===== src/rtl/dnsp_pkg.sv =====
// Shared types and constants of the DNS response parser.
// Used by the controller, the datapath and the result stage; depends on nothing.
`default_nettype none

package dnsp_pkg;

  localparam int NAME_CHARS  = 255;
  localparam int HOP_LIMIT   = 16;
  localparam int CHUNK_CHARS = 8;
  localparam int MAX_RESULTS = 34;

  typedef enum logic [3:0] {
    OP_NONE,
    OP_LOAD,
    OP_PARSE,
    OP_FLAG,
    OP_NAME_END,
    OP_WALK,
    OP_WALK_LEN,
    OP_WALK_PTR,
    OP_CHR,
    OP_CHR_DATA,
    OP_EOM
  } op_e;

  typedef enum logic [2:0] {
    C_DONE,
    C_FLAGS,
    C_NAME_END,
    C_WALK,
    C_WALK_LEN,
    C_WALK_PTR,
    C_CHR,
    C_CHR_DATA
  } cont_e;

  typedef struct packed {
    op_e        op;
    logic [2:0] fidx;
  } cmd_t;

  typedef struct packed {
    cont_e cont;
    logic  eom;
  } status_t;

  typedef struct packed {
    logic [4:0]  kind;
    logic [63:0] value;
    logic [3:0]  chars;
    logic        ans;
    logic [15:0] idx;
    logic [1:0]  err;
  } res_t;

endpackage

`default_nettype wire


===== src/rtl/dnsp_ctrl.sv =====
// Controller state machine of the DNS response parser.
// Sequences datapath operations per byte; uses dnsp_pkg.
`default_nettype none

module dnsp_ctrl (
  input  wire logic             clk_i,
  input  wire logic             rst_ni,
  input  wire logic             in_valid_i,
  output logic                  in_ready_o,
  input  wire logic             can_push_i,
  input  wire logic             pend_v_i,
  input  wire dnsp_pkg::status_t status_i,
  output dnsp_pkg::cmd_t        cmd_o,
  output logic                  close_o
);

  typedef enum logic [3:0] {
    S_IDLE, S_PARSE, S_FLAGS, S_NAME_END, S_WALK, S_WALK_LEN, S_WALK_PTR,
    S_CHR, S_CHR_DATA, S_EOM, S_CLOSE
  } state_e;

  state_e     state_q, state_d;
  logic [2:0] fidx_q, fidx_d;
  state_e     done_st;
  state_e     cont_st;

  assign done_st = status_i.eom ? S_EOM : S_CLOSE;

  always_comb begin
    unique case (status_i.cont)
      dnsp_pkg::C_FLAGS:    cont_st = S_FLAGS;
      dnsp_pkg::C_NAME_END: cont_st = S_NAME_END;
      dnsp_pkg::C_WALK:     cont_st = S_WALK;
      dnsp_pkg::C_WALK_LEN: cont_st = S_WALK_LEN;
      dnsp_pkg::C_WALK_PTR: cont_st = S_WALK_PTR;
      dnsp_pkg::C_CHR:      cont_st = S_CHR;
      dnsp_pkg::C_CHR_DATA: cont_st = S_CHR_DATA;
      default:              cont_st = done_st;
    endcase
  end

  always_comb begin
    state_d     = state_q;
    fidx_d      = fidx_q;
    cmd_o.op    = dnsp_pkg::OP_NONE;
    cmd_o.fidx  = fidx_q;
    in_ready_o  = 1'b0;
    close_o     = 1'b0;
    unique case (state_q)
      S_IDLE: begin
        in_ready_o = 1'b1;
        if (in_valid_i) begin
          cmd_o.op = dnsp_pkg::OP_LOAD;
          state_d  = S_PARSE;
        end
      end
      S_CLOSE: begin
        close_o = 1'b1;
        if (!pend_v_i || can_push_i) state_d = S_IDLE;
      end
      default: begin
        if (can_push_i) begin
          unique case (state_q)
            S_PARSE: begin
              cmd_o.op = dnsp_pkg::OP_PARSE;
              state_d  = cont_st;
              fidx_d   = 3'd1;
            end
            S_FLAGS: begin
              cmd_o.op = dnsp_pkg::OP_FLAG;
              if (fidx_q == 3'd6) state_d = done_st;
              else fidx_d = fidx_q + 3'd1;
            end
            S_NAME_END: begin
              cmd_o.op = dnsp_pkg::OP_NAME_END;
              state_d  = done_st;
            end
            S_WALK: begin
              cmd_o.op = dnsp_pkg::OP_WALK;
              state_d  = cont_st;
            end
            S_WALK_LEN: begin
              cmd_o.op = dnsp_pkg::OP_WALK_LEN;
              state_d  = cont_st;
            end
            S_WALK_PTR: begin
              cmd_o.op = dnsp_pkg::OP_WALK_PTR;
              state_d  = cont_st;
            end
            S_CHR: begin
              cmd_o.op = dnsp_pkg::OP_CHR;
              state_d  = cont_st;
            end
            S_CHR_DATA: begin
              cmd_o.op = dnsp_pkg::OP_CHR_DATA;
              state_d  = cont_st;
            end
            default: begin
              cmd_o.op = dnsp_pkg::OP_EOM;
              state_d  = S_CLOSE;
            end
          endcase
        end
      end
    endcase
  end

  always_ff @(posedge clk_i or negedge rst_ni) begin
    if (!rst_ni) begin
      state_q <= S_IDLE;
      fidx_q  <= 3'd1;
    end else begin
      state_q <= state_d;
      fidx_q  <= fidx_d;
    end
  end

  a_ready_idle: assert property (@(posedge clk_i) disable iff (!rst_ni)
    (in_valid_i && in_ready_o) |=> (state_q == S_PARSE)) else $error("byte not parsed");
  a_op_gated: assert property (@(posedge clk_i) disable iff (!rst_ni)
    (state_q != S_IDLE && state_q != S_CLOSE && !can_push_i) |=> $stable(state_q))
    else $error("step taken while result stage full");
  a_flag_idx: assert property (@(posedge clk_i) disable iff (!rst_ni)
    (state_q == S_FLAGS) |-> (fidx_q != 3'd0 && fidx_q != 3'd7)) else $error("flag index");

endmodule

`default_nettype wire


===== config.mk =====
export PLATFORM = sky130hd
export DESIGN_NAME = dnsp_ctrl
export DESIGN_NICKNAME = d
export VERILOG_FILES = /design/src/rtl/dnsp_pkg.sv /design/src/rtl/dnsp_ctrl.sv
export SDC_FILE = /design/constraint.sdc
export NUM_CORES = 1
export LEC_CHECK = 0
export BUFFER_PORTS_ARGS = -buffer_cell sky130_fd_sc_hd__buf_2
export CAP_MARGIN = 20
export CORE_MARGIN = 1
export CORE_UTILIZATION = 30
export DETAILED_ROUTE_END_ITERATION = 8
export GPL_ROUTABILITY_DRIVEN = 0
export GPL_TIMING_DRIVEN = 0
export PLACE_DENSITY_LB_ADDON = 0.12
export SETUP_SLACK_MARGIN = 0.02
export SKIP_CTS_REPAIR_TIMING = 1
export SYNTH_ARGS = -nofsm -noshare
export SYNTH_HDL_FRONTEND = slang
export SYNTH_SLANG_ARGS = --single-unit

===== constraint.sdc =====
create_clock -name clk_i -period 2.1 [get_ports clk_i]
set_input_delay 0.315 -clock clk_i [delete_from_list [all_inputs] [get_ports clk_i]]
set_output_delay 0.315 -clock clk_i [all_outputs]
set_load 0.01 [all_outputs]

==> flow_metrics.tcl <==
set metrics [dict create \
    grt_pass1_vias 666 \
    ys_top_cells_by_area "dfrtp_1 (19%), ha_1 (9.5%), o21ai_0 (4.4%)" \
    viasPerCell 5.22 \
    cp_top_family "buffers and inverters" \
    drt_iter0_markers 21 \
    hpwl_microns 1430 \
    die_area_sq_um 2850 \
    max_freq_mhz 504 \
    via_count 762 \
    max-slew-margin-rel_pct 42.6 \
    cp_cell_sequence "buf_2, clkbuf_4, mux2i_1, or3_1, a21oi_1, buf_2" \
    finalSetupViolations 0 \
    grt_pass1_wl_microns 2820 \
    antenna_found_initial 0 \
    grt_max_degree 11 \
    status "complete, no violations" \
    drc 0 \
    synth_seq_cells 7 \
    seq_area_frac_synth_pct 22.3 \
    post-route-period-util_pct 94.5 \
    end_kind "output pin" \
    syn_to_final_growth_pct 20.7 \
    critical_path_arrival_ps 1670 \
    rr_worst_depth 5 \
    overflow 0 \
    synth_cells 94 \
    rows 18 \
    cpMostUsedCell "buf_2" \
    synth_top_area_share_pct 19.0 \
    numCtsBuffers 3 \
    worst-path-stages 6 \
    port_buffers 17 \
    firstDrtPassIters 4 \
    min_period_ps 1980 \
    ir_drop_v 0.000404 \
    cts_tree "yes" \
    hold_slack_ps 427 \
    synth.net_count 109 \
    grt_util_all_layers_pct 13.6 \
    htree_levels 1 \
    rsz0062_at_grt "yes" \
    slew_viol_final 0 \
    path_class "flip-flop to output pin" \
    core_sq_um 2480 \
    cp.required_ps 1780 \
    maxCapViolCount 0 \
    syn_area_sq_um 792 \
    wl_microns 1770 \
    crit_start "state_q[3]$_DFFE_PN0P_" \
    antenna_left 0 \
    skew_ps 1.24 \
    syn_avg_cell_area_sq_um 8.43 \
    slowest_stage "dfrtp_1" \
    post_drt_wl_per_cell_microns 12.1 \
    cpPeakStageDelay_ps 350 \
    final_util_pct 38.6 \
    dieHeight_microns 53.4 \
    path_clk_slew_ps 50 \
    r2r-start "state_q[1]$_DFFE_PN0P_" \
    cts_sinks 7 \
    layout-drive-gt1-share_pct 29.3 \
    cp_max_fo 10 \
    clk_latency_ps 240 \
    synth_top_flop_cell "dfrtp_1" \
    postSynth.asyncResetShare_pct 100 \
    reg2reg_slack_ps 230 \
    worst-slew-pin-transition_ps 840 \
    cp_num_buf_inv 3 \
    crit_end "cmd_o[3]" \
    pwr_density_cell_nw_per_um2 1270 \
    worst_r2r_endpoint "state_q[2]$_DFFE_PN0P_" \
    synth.yosys.warnings 0 \
    die_w_microns 53.4 \
    root_buffer "clkbuf_4" \
    cp-start-kind "flip-flop" \
    initial_core_util_pct 32.0 \
    n_antenna_cell 0 \
    hold_class "primary input to async pin" \
    leakage_nw 0.446 \
    io_pins 18 \
    yosys.area.top_type "dfrtp_1" \
    cts_buffer_depth 2 \
    synth_edf_count 0 \
    hold_viol_final 0 \
    layout.nets 132 \
    synth_cell_types 47 \
]
[logic make-up after synthesis]
kind of cell	count (synthesis)	share of synthesized area (%)
simple gates	31	25.4
mux	3	3.95
compound gates	32	29.2
buf+inv	13	7.42
xor+xnor	2	2.21
fa+ha+maj	6	9.48
flops	7	22.3
[layer usage]
layer  GRT usage (%)  share of wire (%)  up-vias
met5               0                  0        -
met3            1.72                5.4        0
met4            5.26                  0        0
li1                -                  -      396
met1            17.3                 47      349
met2            22.9                 48       17
[worst reg2reg max path, delay by kind of cell (launching register included)]
kind                   cells  cell delay, ps
DFF                        1             440
buffers and inverters      1              70
AOI/OAI and AO/OA          2             290
and+or+nand+nor            2             960
[registers in the layout (all words and copies together) (netlist names)]
| signal | flops |
|---|---|
| state_q | 4 |
| fidx_q | 3 |
[power breakdown]
part	total (mW)	internal [mW]	switching [mW]
clock network	0.116	0.0722	0.0442
logic	0.839	0.382	0.457
registers	0.256	0.202	0.0540
total	1.21	0.656	0.555
[per-stage QoR]
stage | cells | power, mW | area, sq um | setup TNS, ps | worst slack, ps
final | 146 | 1.21 | 956 | 0 | 115
after global routing | 146 | 1.34 | 956 | 0 | 5.25
after CTS | 145 | 1.20 | 941 | -97.4 | -97.4
after detailed placement | 141 | 1.08 | 915 | 0 | 77.9
after global placement | 141 | 1.09 | 915 | 0 | 54.9
after floorplan | 94 | 0.874 | 792 | 0 | 276
[layout make-up]
class / count / area [sq um]
Clock buffer: 4 / 26.3
Buffer: 6 / 36.3
Timing Repair Buffer: 18 / 95.1
Inverter: 7 / 27.5
Sequential cell: 7 / 176
Tap cell: 30 / 37.5
Fill cell: 278 / 1520
Multi-Input combinational cell: 74 / 557
[cells in the final DEF, fill, tap and decap left out, drive strengths merged, types with 4 or more instances in the layout]
master  count
nor2        4
inv         6
a21oi       5
dfrtp       6
buf        19
clkbuf      8
ha          6
o21ai       7
nand2       6
o211ai      4
[cells in the mapped netlist, types with 2 or more instances]
library cell / instances
mux2i_1: 2
xnor2_1: 2
o211ai_1: 4
o21ai_0: 7
nor4b_1: 2
clkbuf_1: 3
inv_1: 6
dfrtp_1: 6
nor2b_1: 3
a21oi_1: 4
nor2_1: 4
nor3b_1: 3
and2_1: 3
nand2_1: 6
ha_1: 6
a21o_1: 2
[how the worst min path moves through the flow]
stage	slack [ps]	cells after the start	startpoint	to
after detailed placement	150	1	rst_ni	fidx_q[1]$_DFFE_PN0P_
after global placement	150	1	rst_ni	fidx_q[1]$_DFFE_PN0P_
after global routing	460	2	rst_ni	state_q[0]$_DFFE_PN0P_
after floorplan	20	0	rst_ni	fidx_q[1]$_DFFE_PN0P_
after CTS	-110	1	rst_ni	state_q[0]$_DFFE_PN0P_
final	430	2	rst_ni	state_q[0]$_DFFE_PN0P_
Power figures use the tool's default switching activity.
