===== config.mk =====
export PLATFORM = sky130hd
export DESIGN_NAME = dnsp_out
export DESIGN_NICKNAME = d
export VERILOG_FILES = /design/src/rtl/dnsp_pkg.sv /design/src/rtl/dnsp_out.sv
export SDC_FILE = /design/constraint.sdc
export NUM_CORES = 1
export LEC_CHECK = 0
export BUFFER_PORTS_ARGS = -buffer_cell sky130_fd_sc_hd__buf_2
export CAP_MARGIN = 15
export CORE_ASPECT_RATIO = 0.75
export CORE_UTILIZATION = 49
export DETAILED_ROUTE_END_ITERATION = 7
export PLACE_DENSITY = 0.78
export SETUP_SLACK_MARGIN = 0.1
export SYNTH_ARGS = -nofsm -noshare
export SYNTH_HDL_FRONTEND = slang
export SYNTH_SLANG_ARGS = --single-unit

===== constraint.sdc =====
create_clock -name clk_i -period 7.6 [get_ports clk_i]
set_input_delay 0.76 -clock clk_i [delete_from_list [all_inputs] [get_ports clk_i]]
set_output_delay 0.76 -clock clk_i [all_outputs]
set_load 0.005 [all_outputs]

===== src/rtl/dnsp_pkg.sv =====
// Shared types and constants of the DNS response parser.
// Used by the controller, the datapath and the result stage; depends on nothing.
`default_nettype none

package dnsp_pkg;

  localparam int NAME_CHARS  = 255;
  localparam int HOP_LIMIT   = 16;
  localparam int CHUNK_CHARS = 8;
  localparam int MAX_RESULTS = 34;

  typedef enum logic [3:0] {
    OP_NONE,
    OP_LOAD,
    OP_PARSE,
    OP_FLAG,
    OP_NAME_END,
    OP_WALK,
    OP_WALK_LEN,
    OP_WALK_PTR,
    OP_CHR,
    OP_CHR_DATA,
    OP_EOM
  } op_e;

  typedef enum logic [2:0] {
    C_DONE,
    C_FLAGS,
    C_NAME_END,
    C_WALK,
    C_WALK_LEN,
    C_WALK_PTR,
    C_CHR,
    C_CHR_DATA
  } cont_e;

  typedef struct packed {
    op_e        op;
    logic [2:0] fidx;
  } cmd_t;

  typedef struct packed {
    cont_e cont;
    logic  eom;
  } status_t;

  typedef struct packed {
    logic [4:0]  kind;
    logic [63:0] value;
    logic [3:0]  chars;
    logic        ans;
    logic [15:0] idx;
    logic [1:0]  err;
  } res_t;

endpackage

`default_nettype wire


===== src/rtl/dnsp_out.sv =====
// Result stage: a pending word and an output register with valid/ready.
// Marks the last word of a byte when closed; uses dnsp_pkg.
`default_nettype none

module dnsp_out (
  input  wire logic          clk_i,
  input  wire logic          rst_ni,
  input  wire logic          push_i,
  input  wire dnsp_pkg::res_t res_i,
  input  wire logic          close_i,
  output logic               can_push_o,
  output logic               pend_v_o,
  output logic               out_valid_o,
  input  wire logic          out_ready_i,
  output dnsp_pkg::res_t     out_res_o,
  output logic               out_last_o
);

  logic           pend_v_q;
  logic           out_v_q;
  dnsp_pkg::res_t pend_q;
  dnsp_pkg::res_t out_q;
  logic           last_q;
  logic           out_free;
  logic           do_close;

  assign out_free   = !out_v_q || out_ready_i;
  assign can_push_o = !pend_v_q || out_free;
  assign do_close   = !push_i && close_i && pend_v_q && out_free;
  assign pend_v_o   = pend_v_q;
  assign out_valid_o = out_v_q;
  assign out_res_o  = out_q;
  assign out_last_o = last_q;

  always_ff @(posedge clk_i or negedge rst_ni) begin
    if (!rst_ni) begin
      pend_v_q <= 1'b0;
      out_v_q  <= 1'b0;
    end else begin
      if (push_i) begin
        out_v_q  <= pend_v_q || (out_v_q && !out_ready_i);
        pend_v_q <= 1'b1;
      end else if (do_close) begin
        out_v_q  <= 1'b1;
        pend_v_q <= 1'b0;
      end else if (out_v_q && out_ready_i) begin
        out_v_q <= 1'b0;
      end
    end
  end

  always_ff @(posedge clk_i) begin
    if (push_i) begin
      if (pend_v_q) begin
        out_q  <= pend_q;
        last_q <= 1'b0;
      end
      pend_q <= res_i;
    end else if (do_close) begin
      out_q  <= pend_q;
      last_q <= 1'b1;
    end
  end

  a_push_ok: assert property (@(posedge clk_i) disable iff (!rst_ni)
    push_i |-> can_push_o) else $error("word pushed into a full result stage");
  a_block: assert property (@(posedge clk_i) disable iff (!rst_ni)
    !can_push_o |-> (pend_v_q && out_v_q)) else $error("result stage blocked while free");
  a_close: assert property (@(posedge clk_i) disable iff (!rst_ni)
    do_close |=> (!pend_v_q && out_v_q && last_q)) else $error("close did not move word");

endmodule

`default_nettype wire


==> results of run 1 <==
synth_stat cells:
library cell	number	area share, %
dfrtp_1	2	0.88
edfxtp_1	185	98
nand2b_4	1	0.24
inv_1	1	0.066
o21ai_1	1	0.088
nor2b_2	1	0.15
o21ai_0	1	0.088
nand2_1	4	0.26
nor2_1	1	0.066
a31oi_1	1	0.11
report_power, final:
| group | total, µW | internal (µW) | leakage (µW) | switching (µW) |
|---|---|---|---|---|
| Clock | 872 | 521 | 0.000292 | 351 |
| Sequential | 1280 | 1250 | 0.00183 | 25.1 |
| Combinational | 127 | 54.8 | 0.000800 | 71.8 |
| Total | 2280 | 1830 | 0.00292 | 448 |
routing by layer:
metal  vias up  track usage [%]  routed length, µm
met3         9            8.474               1041
met2       153            26.06               4320
met4         0            6.325                100
li1       1229                -                  -
met5         -                0                  0
met1      1188            16.95               3586
worst max-delay path: cells and delay by family:
| family | cells | cell delay, ns |
|---|---|---|
| buffers and inverters | 2 | 1.35 |
| and+or+nand+nor | 1 | 0.19 |
| AOI/OAI and AO/OA | 1 | 0.08 |
worst max path at each step:
| stage | cells after the start | to | slack [ns] |
|---|---|---|---|
| floorplan | 2 | out_last_o$_DFFE_PP_ | 2.12 |
| global placement | 4 | out_res_o[16]$_DFFE_PP_ | 4.80 |
| detailed placement | 4 | out_res_o[73]$_DFFE_PP_ | 4.69 |
| CTS | 4 | out_res_o[84]$_DFFE_PP_ | 5.14 |
| global route | 4 | out_res_o[84]$_DFFE_PP_ | 5.02 |
| finish | 4 | out_res_o[84]$_DFFE_PP_ | 5.18 |
logic make-up after synthesis:
group	after synthesis
AND/OR/NAND/NOR	7
AO/OA/AOI/OAI	3
buffers and inverters	1
flip-flops	187
cell type report:
cell class	instances	share of cell area, %
flip-flops and latches	187	75.45
repair buffers	194	13.17
clock buffers	19	5.827
well taps	140	2.358
clock inverters	13	2.223
multi-input cells	10	0.9262
inverters	1	0.05052
sequential cells by signal, indices dropped and copies added, names as in the netlist:
register,flops
out_last_o,1
out_valid_o,1
pend_v_o,1
out_res_o,92
pend_q,92
through the flow:
step                      cell area, µm²  utilization, %  hold WS [ns]  setup WS [ns]  cells
final                               7430           66.89        0.1350          5.179    564
after global routing                7430           66.89        0.1151          5.016    564
after CTS                           7430           66.89        0.1176          5.138    564
after detailed placement            6832           61.51        0.4045          4.693    532
after global placement              6832           61.51        0.4004          4.801    532
after floorplan                     5667               -        0.4003          2.116    198
==> flow_summary_export.csv, run 1 <==
group,metric,value,unit
timing,tightest_slew,1.149,ns
logic_synthesis,muxShareOfSynthArea,0,%
timing,fin_crit_sh,31.86,%
route,viasPerCell,4.573,
floorplanning,pin_count,193,
cts,cts_root_buffer,"clkbuf_16",
worst_setup_path,endpoint_kind,"register",
logic_synthesis,synth_fa_ha_area_share,0,%
logic_synthesis,synth-simple-area-share,0.7286,%
worst_setup_path,crit_path_max_fanout,93,
power_and_ir_drop,ir_drop,0.0001981,V
timing,final.min_clock_period,2.421,ns
cts,cts_setup_buffers,0,
worst_setup_path,crit_required,7.62,ns
logic_synthesis,netlist_area,5667,µm²
cells_and_area,layout_common_cells,"191 x buf_2, 185 x edfxtp_1, 17 x clkbuf_16",
worst_setup_path,critical-path-top-cell-by-count,"buf_4",
worst_setup_path,reg2reg_depth,3,
cts,cts.clk_slew.worst_paths,0.06,ns
cts,clk_latency,0.40,ns
cts,cts_buffers,17,
timing,clock_skew,0.007908,ns
global_route,overflow,0,
power_and_ir_drop,power,2276,µW
worst_setup_path,cp-startpoint,"push_i",
route,dr.first_iter.drc_count,133,
floorplanning,initial_utilization,51.02,%
worst_setup_path,startpoint_type,"input port",
worst_setup_path,arrival,2.44,ns
placement,hpwl,6129,µm
cells_and_area,multi_input_area,68.82,µm²
floorplanning,coreArea,11110,µm²
timing,setup_viol,0,
worst_setup_path,reg2reg_from,"out_valid_o$_DFFE_PN0P_",
logic_synthesis,seq_area_frac_synth,98.92,%
floorplanning,row_count,33,
logic_synthesis,ys_seq_elements,187,
floorplanning,die-area,12000,µm²
placement,port_buffers,192,
power_and_ir_drop,p_leak,0.002923,µW
cts,htree_levels,4,
logic_synthesis,postSynthCellCount,198,
cts,hold_buffers,0,
timing,final_hold_viol_count,0,
cells_and_area,fill_cells,727,
worst_setup_path,critPathKind,"in -> reg",
route,ant_nets,0,
route,drt_wl_total,9048,µm
worst_hold_path,worstHoldPathType,"in -> async",
cells_and_area,seq_area,5605,µm²
global_route,antenna_found_initial,0,
floorplanning,die_height,95.13,µm
cts,cts-resized-gates,0,
worst_setup_path,rrSetupSlack,5.55,ns
route,drc,0,
timing,totalNegativeSetupSlack,0,ns
cells_and_area,nets,508,
logic_synthesis,synthXorXnorAreaFrac,0,%
cts,cts_tree,"yes",
logic_synthesis,avgSynthCellArea,28.62,µm²
logic_synthesis,synth_compound_area_share,0.2870,%
route,routedWlPerCell,16.04,µm
worst_setup_path,r2r_end,"out_res_o[84]$_DFFE_PP_",
cells_and_area,syn2layout_area_growth,31.11,%
timing,fmax,0.4130,GHz
cells_and_area,drive_above_1_share,53.54,%
power_and_ir_drop,pwr_density_cell,306.4,nW/µm²
route,num_vias,2579,
floorplanning,die_x,126.2,µm
worst_setup_path,worst_path_max_delay_cell,"buf_4",
timing,drv_slew,0,
run_status,status,"finished, final reports clean",
flow_run,cap_violations,0,
route,drtPass1Iterations,4,
timing,rsz0062_at_grt,"false",
logic_synthesis,synth_top_family_by_area,"simple AND/OR/NAND/NOR gates",
logic_synthesis,syn-num-nets,295,
logic_synthesis,ys_types,10,
worst_setup_path,critPathMaxStageDelay,0.88,ns
global_route,grt_pass1_wl,13280,µm
worst_setup_path,worstPathCellList,"buf_4 > nand2_1 > o21ai_4 > buf_4",
placement,routabilityCongestion,0.7348,
cts,clock_path_buffers,2,
global_route,grt_pass1_vias,2616,
cells_and_area,diodes,0,
logic_synthesis,yosys_warnings,0,
cts,cts_sinks,187,
global_route,grt_max_degree,94,
cells_and_area,final_common_cell,"buf_2",
timing,slew_headroom,23.37,%
global_route,grt_usage,15.66,%
Power figures use the tool's default switching activity.
==> run 2: changes to the inputs <==
--- a/config.mk
+++ b/config.mk
@@ -8,9 +8,9 @@
 export BUFFER_PORTS_ARGS = -buffer_cell sky130_fd_sc_hd__buf_2
 export CAP_MARGIN = 15
 export CORE_ASPECT_RATIO = 0.75
-export CORE_UTILIZATION = 49
+export CORE_UTILIZATION = 44
 export DETAILED_ROUTE_END_ITERATION = 7
-export PLACE_DENSITY = 0.78
+export PLACE_DENSITY = 0.74
 export SETUP_SLACK_MARGIN = 0.1
 export SYNTH_ARGS = -nofsm -noshare
 export SYNTH_HDL_FRONTEND = slang
==> constraint.sdc (replaced) <==
create_clock -name clk_i -period 2.2 [get_ports clk_i]
set_input_delay 0.22 -clock clk_i [delete_from_list [all_inputs] [get_ports clk_i]]
set_output_delay 0.22 -clock clk_i [all_outputs]
set_load 0.005 [all_outputs]
==> flow_summary_export.csv, run 2 (synthesis gave the netlist of run 1 again) <==
group,metric,value,unit
worst_setup_path,critPathMaxStageDelay,0.51,ns
cells_and_area,final_cells,683,
placement,place_inst,559,
worst_hold_path,worstHoldPathType,"in -> reg",
cells_and_area,fin_area,8412,µm²
worst_setup_path,crit_required,2.24,ns
route,drt_wl_total,10770,µm
cells_and_area,fill_cells,826,
route,viasPerCell,4.359,
cts,clk_latency,0.41,ns
flow_run,cap_violations,0,
cells_and_area,diodes,0,
worst_setup_path,critPathBufInv,1,
power_and_ir_drop,p_leak,0.003304,µW
route,ant_nets,0,
floorplanning,die_height,100.3,µm
floorplanning,die_x,133.0,µm
global_route,overflow,0,
power_and_ir_drop,pwr_density_cell,949.5,nW/µm²
worst_setup_path,startpoint_type,"register",
cts,htree_levels,4,
cells_and_area,drive_above_1_share,44.10,%
placement,routabilityCongestion,0.7950,
cells_and_area,layout_common_cells,"191 x buf_2, 185 x edfxtp_1, 92 x dlygate4sd3_1",
worst_setup_path,arrival,1.71,ns
timing,fmax,0.6010,GHz
cts,cts_root_buffer,"clkbuf_16",
timing,setup_viol,0,
global_route,grt_pass1_vias,3062,
floorplanning,initial_utilization,45.56,%
route,num_vias,2977,
placement,pre_cts_ws,0.5418,ns
cts,cts_tree,"yes",
timing,rsz0062_at_grt,"false",
placement,port_buffers,192,
worst_setup_path,cpLargestDelayFamily,"buffers and inverters",
worst_setup_path,worstPathCellList,"nand2_1 > o21ai_4 > buf_4",
route,dr.first_iter.drc_count,168,
worst_setup_path,endpoint_kind,"register",
floorplanning,die-area,13340,µm²
route,drtPass1Iterations,5,
route,drc,0,
timing,clock_skew,0.007837,ns
cts,cts_sinks,187,
cells_and_area,syn2layout_area_growth,48.44,%
route,routedWlPerCell,15.76,µm
worst_setup_path,crit_path_max_fanout,45,
floorplanning,row_count,35,
global_route,grt_max_degree,96,
timing,tightest_slew,0.5833,ns
worst_setup_path,critPathKind,"reg -> reg",
global_route,grt_pass1_wl,15740,µm
power_and_ir_drop,power,7987,µW
floorplanning,coreArea,12440,µm²
cts,cts_setup_buffers,0,
cts,cts.clk_slew.worst_paths,0.06,ns
global_route,grt_usage,16.43,%
floorplanning,pin_count,193,
worst_setup_path,worst_path_max_delay_cell,"buf_4",
timing,final_hold_viol_count,0,
timing,slew_headroom,61.11,%
cells_and_area,final_common_cell,"buf_2",
cts,cts_buffers,17,
timing,fin_crit_sh,75.63,%
placement,place_area,6902,µm²
power_and_ir_drop,ir_drop,0.0005153,V
global_route,antenna_found_initial,0,
placement,hpwl,6204,µm
cts,clock_path_buffers,2,
timing,drv_slew,0,
timing,setup_slack,0.5360,ns
cells_and_area,nets,601,
run_status,status,"finished, final reports clean",
timing,final.min_clock_period,1.664,ns
[run 2: changes by cell type in the layout (fill, tap and decap cells not counted), sizes merged]
cell / before / now
clkinv: 6 / 1
buf: 194 / 195
bufinv: 3 / 2
dlygate4sd3: 0 / 92
clkinvlp: 1 / 6
inv: 4 / 6
clkbuf: 19 / 18
[run 2: metal layers]
layer  up-vias  track usage (%)  share of wire, %
met5         -                0                 0
met1      1411            18.43                41
met2       141            28.55                51
met4         0            6.631              0.99
li1       1412                -                 -
met3        13            6.212               7.4
[run 2: repair_timing]
action | 4_1_cts | 5_1_grt
hold buffers | 92 | 0
resized for setup | 0 | 0
endpoints found under the hold margin | 93 | 0
[run 2: through the flow]
stage | setup TNS (ns) | utilization (%) | hold slack, ns
detailed placement | 0 | 55.49 | 0.01467
global route | 0 | 67.64 | 0.0009953
finish | 0 | 67.64 | 0.01691
CTS | 0 | 67.64 | 0.0006218
global placement | 0 | 55.49 | 0.004863
floorplan | -28.00 | - | -0.07559
[run 2: final timing paths]
path	slack, ns	cells past startpoint	to	startpoint
setup / recovery	0.54	3	out_res_o[89]$_DFFE_PP_	pend_v_o$_DFFE_PN0P_
hold / removal	0.02	1	pend_q[0]$_DFFE_PP_	res_i[0]
setup reg to reg	0.54	3	out_res_o[89]$_DFFE_PP_	pend_v_o$_DFFE_PN0P_
hold reg to reg	0.41	0	out_res_o[17]$_DFFE_PP_	pend_q[17]$_DFFE_PP_
max in group asynchronous	1.96	2	out_valid_o$_DFFE_PN0P_	rst_ni
min in group asynchronous	0.14	2	pend_v_o$_DFFE_PN0P_	rst_ni
[run 2: cell type report]
cell class,instances,area [µm²],share of cell area [%]
multi-input combinational,10,73.82,0.8776
clock buffer,18,429.2,5.102
tap,166,207.7,2.469
inverter,1,3.754,0.04462
clock inverter,14,160.2,1.904
sequential,187,5605,66.64
timing repair buffer,287,1932,22.97
[run 2: report_power, final]
part	internal, µW	switching [µW]
Combinational	310	281
Clock	1700	1280
Sequential	4320	90.9
==> run 3: changes to the inputs <==
--- a/config.mk
+++ b/config.mk
@@ -8,9 +8,9 @@
 export BUFFER_PORTS_ARGS = -buffer_cell sky130_fd_sc_hd__buf_2
 export CAP_MARGIN = 15
 export CORE_ASPECT_RATIO = 0.75
-export CORE_UTILIZATION = 44
+export CORE_UTILIZATION = 49
 export DETAILED_ROUTE_END_ITERATION = 7
-export PLACE_DENSITY = 0.74
+export PLACE_DENSITY = 0.78
 export SETUP_SLACK_MARGIN = 0.1
 export SYNTH_ARGS = -nofsm -noshare
 export SYNTH_HDL_FRONTEND = slang
==> constraint.sdc (replaced) <==
create_clock -name clk_i -period 1.63 [get_ports clk_i]
set_input_delay 0.163 -clock clk_i [delete_from_list [all_inputs] [get_ports clk_i]]
set_output_delay 0.163 -clock clk_i [all_outputs]
set_load 0.005 [all_outputs]
==> flow_summary_export.csv, run 3 (synthesis gave the netlist of run 1 again) <==
group,metric,value,unit
cts,clk_latency,0.41,ns
floorplanning,row_count,33,
timing,final.min_clock_period,1.501,ns
placement,port_buffers,192,
timing,clock_skew,0.008223,ns
power_and_ir_drop,pwr_density_cell,1269,nW/µm²
route,routedWlPerCell,17.00,µm
worst_hold_path,worstHoldPathType,"in -> reg",
route,viasPerCell,4.662,
worst_setup_path,crit_path_max_fanout,40,
placement,place_inst,533,
power_and_ir_drop,p_leak,0.003345,µW
timing,rsz0062_at_grt,"true",
worst_setup_path,critPathKind,"reg -> reg",
worst_setup_path,arrival,1.60,ns
cells_and_area,drive_above_1_share,44.42,%
run_status,status,"finished, final reports clean",
flow_run,cap_violations,0,
cts,cts.clk_slew.worst_paths,0.07,ns
cells_and_area,diodes,0,
floorplanning,coreArea,11110,µm²
route,dr.first_iter.drc_count,161,
timing,fin_crit_sh,92.09,%
timing,holdWs,0.09493,ns
global_route,grt_max_degree,96,
timing,final_hold_viol_count,0,
route,drc,0,
cells_and_area,layout_common_cells,"191 x buf_2, 185 x edfxtp_1, 94 x dlygate4sd3_1",
cells_and_area,nets,604,
floorplanning,pin_count,193,
floorplanning,die_height,95.13,µm
cts,cts_sinks,187,
cells_and_area,seq_area,5605,µm²
cts,cts_root_buffer,"clkbuf_16",
cells_and_area,syn2layout_area_growth,48.64,%
floorplanning,die_x,126.2,µm
global_route,grt_pass1_wl,16420,µm
timing,setup_viol,0,
timing,fmax,0.6662,GHz
worst_setup_path,cp-startpoint,"out_valid_o$_DFFE_PN0P_",
cells_and_area,fin_area,8423,µm²
route,drtPass1Iterations,4,
cts,cts_buffers,17,
cts,htree_levels,4,
cells_and_area,multi_input_area,73.82,µm²
placement,hpwl,6125,µm
cts,clock_path_buffers,2,
cts,cts_tree,"yes",
global_route,overflow,0,
worst_setup_path,startpoint_type,"register",
route,num_vias,3077,
worst_setup_path,rrSetupSlack,0.13,ns
floorplanning,initial_utilization,51.02,%
worst_setup_path,cp-endpoint,"out_res_o[85]$_DFFE_PP_",
timing,slew_headroom,67.23,%
timing,tightest_slew,0.4915,ns
worst_setup_path,endpoint_kind,"register",
placement,place_area,6882,µm²
route,ant_nets,0,
cells_and_area,final_cells,660,
cts,cts_setup_buffers,0,
placement,routabilityCongestion,0.7517,
worst_setup_path,crit_required,1.73,ns
cells_and_area,fill_cells,586,
worst_setup_path,reg2reg_from,"out_valid_o$_DFFE_PN0P_",
timing,drv_slew,0,
global_route,grt_usage,19.23,%
global_route,antenna_found_initial,0,
global_route,grt_pass1_vias,3119,
cts,cts-resized-gates,0,
worst_setup_path,reg2reg_depth,3,
floorplanning,die-area,12000,µm²
power_and_ir_drop,ir_drop,0.0009665,V
worst_setup_path,r2r_end,"out_res_o[85]$_DFFE_PP_",
cells_and_area,final_common_cell,"buf_2",
route,drt_wl_total,11220,µm
[run 3: worst min path at each step]
stage                               to  slack (ns)        start  cells past startpoint
6_report       out_valid_o$_DFFE_PN0P_        0.09  out_ready_i                      3
5_1_grt        out_valid_o$_DFFE_PN0P_        0.09  out_ready_i                      3
4_1_cts           pend_v_o$_DFFE_PN0P_        0.05       rst_ni                      2
3_5_place_dp      pend_v_o$_DFFE_PN0P_       -0.04       rst_ni                      1
3_3_place_gp      pend_v_o$_DFFE_PN0P_       -0.05       rst_ni                      1
2_1_floorplan  out_valid_o$_DFFE_PN0P_       -0.13       rst_ni                      0
[run 3: final cells by class]
class / count / share of cell area, %
Multi-Input combinational cell: 10 / 0.8764
Tap cell: 140 / 2.080
Clock inverter: 15 / 1.783
Timing Repair Buffer: 290 / 23.62
Clock buffer: 17 / 5.051
Sequential cell: 187 / 66.55
Inverter: 1 / 0.04456
[run 3: per-stage QoR]
stage          util (%)  setup WS [ns]  power (µW)  TNS [ns]
6_report          75.84         0.1289       10690         0
5_1_grt           75.84        0.08669       11070         0
4_1_cts           75.61         0.2025       10720         0
3_5_place_dp      61.96         0.2151        6693         0
3_3_place_gp      61.96         0.2629        6649         0
2_1_floorplan         -        -0.8710        6185    -81.01
[run 3: repair_timing]
item / in CTS / in global routing
endpoints found under the hold margin: 95 / 0
setup endpoints to repair: 0 / 34
hold buffers: 94 / 0
[run 3: report_power, final]
| part | switching, µW | leakage [µW] | internal, µW |
|---|---|---|---|
| Combinational | 397 | 0.00123 | 443 |
| Clock | 1850 | 0.000284 | 2040 |
| Sequential | 129 | 0.00183 | 5830 |
| Total | 2380 | 0.00334 | 8320 |
[run 3: worst max-delay path, cell delays in order (launching register included)]
cell and delay, ns:
dfrtp_1 0.44, nor2b_4 0.16, o21ai_4 0.29, buf_12 0.27
[run 3: routing by layer]
layer  track usage [%]  vias up  wire, µm
li1                  -     1421         -
met1             22.18     1481      4474
met2             32.97      168      5576
met3             7.856        7      1074
met4             6.727        0        93
met5                 0        -         0
